--- config.mk ---
export PLATFORM = sky130hd
export DESIGN_NAME = fsbm_ram
export DESIGN_NICKNAME = d
export VERILOG_FILES = /design/src/hdl/fsbm_ram.sv
export SDC_FILE = /design/constraint.sdc
export NUM_CORES = 1
export LEC_CHECK = 0
export BUFFER_PORTS_ARGS = -buffer_cell sky130_fd_sc_hd__buf_2
export CAP_MARGIN = 30
export CORE_UTILIZATION = 63
export CTS_BUF_LIST = sky130_fd_sc_hd__clkbuf_8
export CTS_CLUSTER_SIZE = 8
export DETAILED_ROUTE_END_ITERATION = 8
export GPL_TIMING_DRIVEN = 0
export PLACE_DENSITY_LB_ADDON = 0.25
export SLEW_MARGIN = 20
export SYNTH_ARGS = -nofsm -noshare
export SYNTH_HDL_FRONTEND = slang
export SYNTH_SLANG_ARGS = --single-unit
--- constraint.sdc ---
create_clock -name clk -period 2.2 [get_ports clk]
set_input_delay 0.33 -clock clk [delete_from_list [all_inputs] [get_ports clk]]
set_output_delay 0.33 -clock clk [all_outputs]
set_load 0.005 [all_outputs]
--- src/hdl/fsbm_ram.sv ---
// byte-wide single-port memory with registered read data
module fsbm_ram #(
  parameter int DEPTH = 16
) (
  input  logic                     clk,
  input  logic                     we,
  input  logic [$clog2(DEPTH)-1:0] addr,
  input  logic [7:0]               wdata,
  output logic [7:0]               rdata
);

  logic [7:0] mem_r [DEPTH];
  logic [7:0] rdata_r;

  always_ff @(posedge clk) begin
    if (we) begin
      mem_r[addr] <= wdata;
    end
    rdata_r <= mem_r[addr];
  end

  assign rdata = rdata_r;

endmodule

==> metrics.md <==
| Metric | Value |
|---|---|
| Tcrit/Tclk final | `90.6%` |
| Register-to-Register Path Depth | `3` |
| # clock sinks | `~140` |
| Initial DRC count | `209` |
| Clock Tree Buf Depth | `2` |
| P_leak | `1.88 nW` |
| Status | `finished, final reports clean` |
| Tightest Pin Transition | `between 0.8 and 0.9 ns` |
| Fmax | `502 MHz` |
| Final Non-Filler Cells | `384` |
| Hold depth | `1` |
| TritonCTS Buffers | `17` |
| Total negative slack | `0 ns` |
| Max-slew headroom | `43.2%` |
| Number of synthesized register bits | `between 100 and 150` |
| Global-route wire length before repair | `14300 um` |
| Dpl hpwl | `5920 um` |
| Initial core utilization | `65.2%` |
| Min Tclk post-route | `1.99 ns` |
| Postcts setup bufs | `0` |
| Worst-path clk slew | `around 0.08 ns` |
| DR vias | `between 2000 and 2500` |
| Die Ht | `91.7 um` |
| R2r setup slk | `~0.76 ns` |
| Sequential share of the synthesized area | `79.0%` |
| Die area | `between 8000 and 9000 um2` |
| Final setup fails | `0` |
| Worst Path Required | `2.26 ns` |
| Mapped Cells | `230` |
| # diodes | `0` |
| Dpl cell area | `5310 um2` |
| Most frequent cells in the layout | `edfxtp_1 (128), mux4_2 (32), buf_2 (22)` |
| Power per cell area | `957 nW/um2` |
| Pre-antenna DRT Iters | `5` |
| Pre-CTS setup slack | `-0.236 ns` |
| Syn_nets | `244` |
| Post-synthesis cell type count | `18` |
| Worst-Skew Late Latency | `0.44 ns` |
| Cts hold-fix bufs | `0` |
| Drt wl/cell | `25.1 um` |
| H-Tree Depth | `4` |
| R2R Path Start | `mem_r[8][4]` |
| Fin. max-slew vios | `0` |
| Fraction of layout cells with a size suffix above 1 | `32.6%` |
| Worst EP arrival | `around 2.1 ns` |
| Area delta synth->final | `13.8%` |
| Syn Area/Cell | `22.0 um2` |
| Largest net degree at the start of global routing | `17` |
| CP startpoint kind | `input pin` |
| Post-Route WL | `between 9000 and 10000 um` |
| Path type of the worst min-delay path | `in -> reg` |
| Final ANT Viol Nets | `0` |
| TritonCTS clock tree | `done` |
| Kind of critical path | `in -> reg` |
| # IOs | `22` |
| Global Route Usage Sum | `around a quarter` |
| Max Cap Viol | `0` |
| GRT Residual Overflow | `0` |
| Most common cell after layout, fill and taps aside | `edfxtp_1` |
| VDD IR-drop max | `just over 800 uV` |
| WHS Endpoint | `mem_r[14][4]` |
| Min Hold Slack | `0.284 ns` |
| RR Endpoint | `rdata[4]` |
| Final setup skew | `around 0.013 ns` |
| Final Cell Area | `5770 um2` |
| Setup crit end kind | `flip-flop` |
| Vias in the first global route | `about 2500` |
| Root Buffer | `clkbuf_8` |
| Rows | `32` |
| Syn Std Cell Area | `5070 um2` |
| Cts repair resizes | `0` |
| Vias per std cell | `6.39` |
| YS warnings | `0` |
| Cells after DPL | `roughly 350` |
| Layout Nets | `283` |
| Hold Startpoint | `wdata[4]` |
| Initial antenna violation count | `0` |
| PortBufs | `19` |
| CORE AREA | `7770 um2` |
| DRC Markers | `0` |
| RSZ-0062 raised after global routing | `false` |
| Worst setup margin | `slightly above 0.2 ns` |
| Final hold viol count | `0` |
| Chip width | `91.7 um` |
| Routability cong. | `0.832` |
| CP Max Fanout | `10` |
==> critical path, cell delays in order <==
cell and delay [ns]:
buf_2 0.27, buf_1 0.49, nand2b_1 0.24, nor2_1 0.71
==> synth_stat cells <==
cell type | number | share of area (%)
a22oi_1 | 16 | 2.4
and2_1 | 1 | 0.12
buf_1 | 4 | 0.30
buf_2 | 2 | 0.20
buf_6 | 2 | 0.44
clkbuf_1 | 2 | 0.15
clkbuf_2 | 1 | 0.099
dfxtp_1 | 8 | 3.2
edfxtp_1 | 128 | 76
mux4_2 | 32 | 14
nand2_1 | 9 | 0.67
nand2b_1 | 2 | 0.25
nand3_1 | 1 | 0.099
nand3b_1 | 2 | 0.30
nor2_1 | 13 | 0.96
nor2b_1 | 2 | 0.25
nor3_1 | 4 | 0.40
or3b_2 | 1 | 0.17
==> power by group <==
| part | switching (mW) | total, mW | internal, mW |
|---|---|---|---|
| clock | 0.983 | 2.34 | 1.36 |
| sequential | 0.0167 | 2.91 | 2.89 |
| combinational | 0.161 | 0.271 | 0.109 |
==> state kept, by name (all words and copies together) (netlist names) <==
name	flops
mem_r	128
rdata	8
==> logic make-up (layout without fill, tap and decap cells) <==
logic type	count (synthesis)	after routing	synth area share [%]
flip-flops	136	136	79.0
AND/OR/NAND/NOR	35	35	3.21
multiplexers	32	32	14.2
AO/OA/AOI/OAI	16	16	2.37
buffers and inverters	11	63	1.19
==> final cells by class <==
class                   count  area [um2]
plain buffers              11        60.1
clock buffers              17         234
clock inverters            15         224
fillers                   438        2000
multi-input cells          83        1020
flip-flops and latches    136        4000
well taps                 102         128
repair buffers             20         100
==> how the worst max path moves through the flow <==
stage	depth (start not counted)	endpoint	startpoint
floorplan	2	mem_r[0][0]	addr[2]
global placement	3	mem_r[0][2]	addr[2]
detailed placement	4	mem_r[2][2]	addr[1]
CTS	4	mem_r[3][2]	addr[1]
global route	4	mem_r[2][6]	addr[1]
finish	4	mem_r[2][6]	addr[1]
==> layer usage <==
metal	global-route usage [%]	wire [um]	vias up
met1	32.8	3750	1265
met3	9.62	788	19
met5	0	0	-
li1	-	-	1040
met4	10.3	223	0
met2	40.5	4860	128
==> through the flow <==
stage,power (mW),utilization (%)
3_5_place_dp,3.24,68.4
3_3_place_gp,3.22,68.1
6_report,5.52,74.3
4_1_cts,5.53,74.3
5_1_grt,5.65,74.3
2_1_floorplan,3.11,-
(Power assumes the default switching activity.)
