===== src/hdl/fsbm_span.sv =====
// shared offset subtractor and limit compare
module fsbm_span (
  input  logic [31:0] a,
  input  logic [31:0] b,
  input  logic [31:0] lim,
  output logic [31:0] diff,
  output logic        ok
);

  // offset wraps modulo 2^32, so a region may straddle the top of memory
  assign diff = a - b;
  assign ok   = (diff <= lim);

endmodule


===== config.mk =====
export PLATFORM = sky130hd
export DESIGN_NAME = fsbm_span
export DESIGN_NICKNAME = d
export VERILOG_FILES = /design/src/hdl/fsbm_span.sv
export SDC_FILE = /design/constraint.sdc
export NUM_CORES = 1
export LEC_CHECK = 0
export ABC_CLOCK_PERIOD_IN_PS = 5100
export BUFFER_PORTS_ARGS = -buffer_cell sky130_fd_sc_hd__clkbuf_2
export CELL_PAD_IN_SITES_DETAIL_PLACEMENT = 2
export CELL_PAD_IN_SITES_GLOBAL_PLACEMENT = 2
export CORE_MARGIN = 1.5
export CORE_UTILIZATION = 27
export DETAILED_ROUTE_END_ITERATION = 10
export MAX_ROUTING_LAYER = met4
export PLACE_DENSITY = 0.89
export SYNTH_ARGS = -nofsm -noshare
export SYNTH_HDL_FRONTEND = slang
export SYNTH_SLANG_ARGS = --single-unit

===== constraint.sdc =====
create_clock -name vclk -period 5.1
set_input_delay 0 -clock vclk [all_inputs]
set_output_delay 0 -clock vclk [all_outputs]
set_load 0.005 [all_outputs]

==> results of run 1 <==
-- routing by layer --
layer | GRT usage, % | routed length, um | vias up
met4 | 0.867 | 49 | 0
met3 | 0.348 | 307 | 5
met1 | 21.7 | 4000 | 1483
li1 | - | - | 1518
met5 | - | 0 | -
met2 | 40.6 | 5400 | 77
-- logic make-up after synthesis --
family	count (synthesis)	synth area share, %
xor+xnor	28	9.64
fa+ha+maj	64	31.8
simple gates	75	15.3
compound gates	116	31.4
buf+inv	80	11.9
-- layout by cell type (no fill, tap or decap), types with 6 or more instances in the layout --
cell / instances
o21ai_0: 15
o21bai_1: 6
inv_1: 73
xnor2_1: 18
nand2_1: 13
a21o_1: 24
nor2_1: 23
ha_1: 63
a21oi_1: 38
xor2_1: 10
nand4_1: 13
o21ai_1: 6
nand3_1: 7
clkbuf_2: 129
-- worst max-delay path by stage --
stage          from  to  cells after the start
5_1_grt        a[0]  ok                     22
3_3_place_gp   a[0]  ok                     22
4_1_cts        a[0]  ok                     22
6_report       a[0]  ok                     22
3_5_place_dp   a[0]  ok                     22
2_1_floorplan  a[0]  ok                     20
-- power by group through the flow --
stage / registers (uW) / logic (uW) / clock network (uW)
3_5_place_dp: 0 / 525 / 0
6_report: 0 / 519 / 0
5_1_grt: 0 / 579 / 0
2_1_floorplan: 0 / 321 / 0
4_1_cts: 0 / 529 / 0
3_3_place_gp: 0 / 486 / 0
-- layout make-up --
class,instances,area [sq um],share of cell area [%]
multi-input cells,283,2240,67.9
repair buffers,129,646,19.6
inverters,73,274,8.30
well taps,111,139,4.21
-- worst max-delay path, delay by kind of cell --
kind                       cells  cell delay (ns)
AOI/OAI and AO/OA             14             2.72
xor gates and xnor gates       1             0.16
buffers and inverters          4             0.34
adders and majority gates      3             0.75
-- metrics by stage --
step	area [sq um]	worst slack, ns	hold slack [ns]
floorplan	2540	1.94	0.158
global placement	3300	1.28	0.347
detailed placement	3300	1.09	0.369
CTS	3300	1.06	0.371
global route	3300	0.785	0.401
finish	3300	1.11	0.359
==> flow_summary.yaml, run 1 <==
global_routing:
  overflow: 0
  grt_max_degree: 9
  grt_pass1_wl_um: 15900
  antenna_found_initial: 0
  grt.total_usage_pct: 19.6
  grt_pass1_vias: 3437
synthesis:
  synth_top_cell_area_share_pct: 31.0
  ys_top_cells_by_area: "ha_1 (31%), inv_1 (11%), a21oi_1 (7.5%)"
  synth.distinct_cells: 45
  yosys_warnings: 0
  syn-num-nets: 523
  ys_top_cells_by_count: "inv_1 (73), ha_1 (63), a21oi_1 (38)"
  synth-seq-area-share_pct: 0
  yosysTopAreaCell: "ha_1"
  yosys.cell_count.top_type: "inv_1"
  syn_inst: 363
  synth_area_sq_um: 2540
  avgSynthCellArea_sq_um: 7.01
timing:
  maxSlewViolCount: 0
  tightest_slew_ns: 0.414
  relSlewSlack_pct: 72.4
  post-route-period-util_pct: 78.2
  max_clock_freq_mhz: 251
  rsz0062_at_grt: "false"
  finalHoldViolCount: 0
  final.min_clock_period_ns: 3.99
  setup_tns_ns: 0
  setup_viol: 0
layout:
  drive_above_1_share_pct: 29.3
  syn_to_final_growth_pct: 29.8
  numSequentialCells: 0
  clkbuf_count: 0
  instances_no_fill: 596
  utilization_pct: 35.9
  n_fill_cell: 1160
  diodes: 0
  nets: 647
  regArea_sq_um: 0
die:
  die_w_um: 100
  die_h_um: 100
  io_pins: 129
  dieArea_sq_um: 10000
  core_sq_um: 9200
  initial_core_util_pct: 27.7
  rows: 35
worst_setup_path:
  cp_slowest_stage_delay_ns: 0.40
  critical_path.max_fanout: 4
  cp.arrival_ns: 3.99
  worstSetupPathType: "primary input to output pin"
  cp.required_ns: 5.10
  crit_path_frequent_cell: "a21oi_1"
  slowest_stage: "fa_1"
  critical_path.cell_chain: "clkbuf_2 > inv_1 > ha_1 > inv_1 > fa_1 > a21oi_1 > o21ai_1 > a21oi_1 > o221ai_1 > a41oi_2 > o21ai_1 > o31ai_1 > xnor2_1 > ha_1 > a21o_1 > a21o_1 > a21oi_1 > o21ai_0 > a21oi_1 > o21ai_0 > o21ai_0 > clkbuf_2"
  start_kind: "primary input"
  critPathCaptureType: "output pin"
run_status:
  status: "completed"
drt:
  drtIter0Drc: 29
  firstDrtPassIters: 4
  via_count: 3083
  drc: 0
  wl_per_cell_um: 16.4
  vias_per_cell: 5.17
  routed_wl_um: 9760
  ant_nets: 0
cts:
  postCtsHoldBufs: 0
  post_cts_resized: 0
  postCtsSetupRepairBufs: 0
min_path:
  worstHoldStart: "b[0]"
  hold_end: "diff[0]"
  min_delay_path_depth: 4
  min_path_type: "primary input to output pin"
pwr:
  p_seq_share_pct: 0
  pwr-share-comb_pct: 100.0
  powerDensity_nw_per_um2: 157
  leakage_uw: 0.00197
  ir_drop_mv: 0.0478
  power.share.clock_pct: 0
  switching_power_uw: 287
  total_power_uw: 519
  internal-power_uw: 232
  swShare_pct: 55.4
placement:
  dp_hpwl_um: 9210
  place_inst: 596
  place_congestion: 0.799
  portBuffers: 129
flow_run:
  cap_violations: 0
No activity file was read; power rests on OpenSTA's default activity.
==> run 2, diff against run 1 <==
==> config.mk (replaced) <==
export PLATFORM = sky130hd
export DESIGN_NAME = fsbm_span
export DESIGN_NICKNAME = d
export VERILOG_FILES = /design/src/hdl/fsbm_span.sv
export SDC_FILE = /design/constraint.sdc
export NUM_CORES = 1
export LEC_CHECK = 0
export ABC_AREA = 1
export ABC_CLOCK_PERIOD_IN_PS = 4000
export BUFFER_PORTS_ARGS = -buffer_cell sky130_fd_sc_hd__clkbuf_2
export CELL_PAD_IN_SITES_DETAIL_PLACEMENT = 2
export CELL_PAD_IN_SITES_GLOBAL_PLACEMENT = 2
export CORE_MARGIN = 1.5
export CORE_UTILIZATION = 24
export DETAILED_ROUTE_END_ITERATION = 10
export MAX_ROUTING_LAYER = met4
export PLACE_DENSITY = 0.83
export SYNTH_ARGS = -nofsm -noshare
export SYNTH_HDL_FRONTEND = slang
export SYNTH_SLANG_ARGS = --single-unit
==> constraint.sdc (replaced) <==
create_clock -name vclk -period 4
set_input_delay 0 -clock vclk [all_inputs]
set_output_delay 0 -clock vclk [all_outputs]
set_load 0.005 [all_outputs]
==> flow_summary.yaml, run 2 <==
run_status:
  status: "completed"
layout:
  instances_no_fill: 965
  nets: 951
  diodes: 0
  numSequentialCells: 0
  final_common_cell: "nand2_1"
  regArea_sq_um: 0
  n_fill_cell: 1828
  final_cell_mix: "nand2_1 (254), inv_1 (180), clkbuf_2 (129), ha_1 (63), nor2_1 (45)"
  drive_above_1_share_pct: 19.3
  clkbuf_count: 0
  syn_to_final_growth_pct: 25.6
timing:
  setup_tns_ns: 0
  maxSlewViolCount: 0
  tightest_slew_ns: 0.421
  relSlewSlack_pct: 71.9
  final.min_clock_period_ns: 2.99
  finalHoldViolCount: 0
  post-route-period-util_pct: 74.8
  max_clock_freq_mhz: 334
  setup_viol: 0
  rsz0062_at_grt: "false"
cts:
  postCtsHoldBufs: 0
  postCtsSetupRepairBufs: 0
  post_cts_resized: 0
pwr:
  powerDensity_nw_per_um2: 173
  internal-power_uw: 275
  p_seq_share_pct: 0
  power.share.clock_pct: 0
  switching_power_uw: 451
  swShare_pct: 62.1
  ir_drop_mv: 0.0481
  pwr-share-comb_pct: 100.0
  leakage_uw: 0.00299
worst_setup_path:
  cp_slowest_stage_delay_ns: 0.47
  crit_family: "simple AND/OR/NAND/NOR gates"
  slowest_stage: "fa_1"
  critPathCaptureType: "output pin"
  cp.required_ns: 4.00
  cp.arrival_ns: 2.99
  crit_path_frequent_cell: "nand2_1"
  critical_path.cell_chain: "clkbuf_2 > inv_1 > ha_1 > inv_1 > fa_1 > nand3_1 > nand3_1 > nand2_1 > nand2_2 > nand2_1 > nand2_2 > nand2_1 > nand2_1 > nand2_1 > nand2_1 > ha_1 > nand2_1 > nor2_1 > nand2_1 > nor4_1 > nand2_1 > nand2_1 > nand2_1 > clkbuf_2"
  start_kind: "primary input"
  crit_buf_inv: 4
  critical_path.max_fanout: 4
  worstSetupPathType: "primary input to output pin"
drt:
  drc: 0
  vias_per_cell: 4.46
  ant_nets: 0
  routed_wl_um: 13700
  drtIter0Drc: 116
  wl_per_cell_um: 14.2
  via_count: 4308
  firstDrtPassIters: 4
placement:
  portBuffers: 129
  place_inst: 965
  place_congestion: 0.873
  dp_hpwl_um: 13100
synthesis:
  synth_top_cell_area_share_pct: 28.5
  synth_area_sq_um: 3340
  ys_top_cells_by_count: "nand2_1 (254), inv_1 (180), ha_1 (63)"
  syn_inst: 661
  yosys_warnings: 0
  ys_top_cells_by_area: "nand2_1 (29%), ha_1 (24%), inv_1 (20%)"
  synth.distinct_cells: 24
  avgSynthCellArea_sq_um: 5.05
  syn-num-nets: 821
  synth-seq-area-share_pct: 0
  yosysTopAreaCell: "nand2_1"
  yosys.cell_count.top_type: "nand2_1"
global_routing:
  antenna_found_initial: 0
  grt_pass1_wl_um: 22800
  grt.total_usage_pct: 19.6
  grt_max_degree: 8
  grt_pass1_vias: 4785
  overflow: 0
die:
  dieArea_sq_um: 14600
  die_h_um: 121
  initial_core_util_pct: 24.9
  io_pins: 129
  rows: 42
  core_sq_um: 13400
  die_w_um: 121
min_path:
  min_path_type: "primary input to output pin"
flow_run:
  cap_violations: 0
==> run 2: cell types whose count changed after synthesis, moves of 7 or more <==
cell	previous run	this run
a21o_1	24	2
nand3_1	7	22
inv_1	73	180
o21ai_0	15	5
nand2_2	0	10
xnor2_1	18	0
nand2_1	13	254
nor2_1	23	45
nand4_1	13	6
==> run 2: logic make-up (layout without fill, tap and decap cells) <==
group | Yosys count | count (layout) | synth area share, %
compound gates | 47 | 47 | 7.75
xor+xnor | 16 | 16 | 4.19
fa+ha+maj | 64 | 64 | 24.2
buf+inv | 182 | 310 | 20.7
simple gates | 352 | 352 | 43.2
==> run 2: worst paths after layout <==
kind	startpoint	cells past startpoint	end
min	b[0]	4	diff[0]
max	a[0]	24	ok
==> run 2: tightest hold or removal path: stages <==
cell and delay, ns:
clkbuf_2 0.09, ha_1 0.15, inv_1 0.06, clkbuf_2 0.11
==> run 2: metal layers <==
layer  up-vias  track usage [%]  share of wire, %
met3         2            0.564               3.0
li1       2220                -                 -
met1      2022             25.9                48
met4         0            0.221              0.17
met2        64             35.7                49
met5         -                -                 0
==> run 2: area by class of cell <==
cell class | instances | area (sq um) | area share (%)
multi-input cells | 479 | 2650 | 63.2
inverters | 181 | 679 | 16.2
repair buffers | 129 | 646 | 15.4
well taps | 176 | 220 | 5.25
==> run 2: power groups by stage <==
stage,clock network (uW),logic [uW],registers [uW]
after global placement,0,698,0
after floorplan,0,442,0
after detailed placement,0,735,0
after global routing,0,830,0
final,0,726,0
after CTS,0,739,0
==> run 2: per-stage QoR <==
| step | hold WS, ns | total power (uW) | util, % | area [sq um] | setup slack [ns] |
|---|---|---|---|---|---|
| after floorplan | 0.158 | 442 | - | 3340 | 1.78 |
| after global placement | 0.361 | 698 | 31.3 | 4200 | 1.21 |
| after detailed placement | 0.403 | 735 | 31.3 | 4200 | 1.04 |
| after CTS | 0.412 | 739 | 31.3 | 4200 | 1.02 |
| after global routing | 0.422 | 830 | 31.3 | 4200 | 0.734 |
| final | 0.410 | 726 | 31.3 | 4200 | 1.01 |
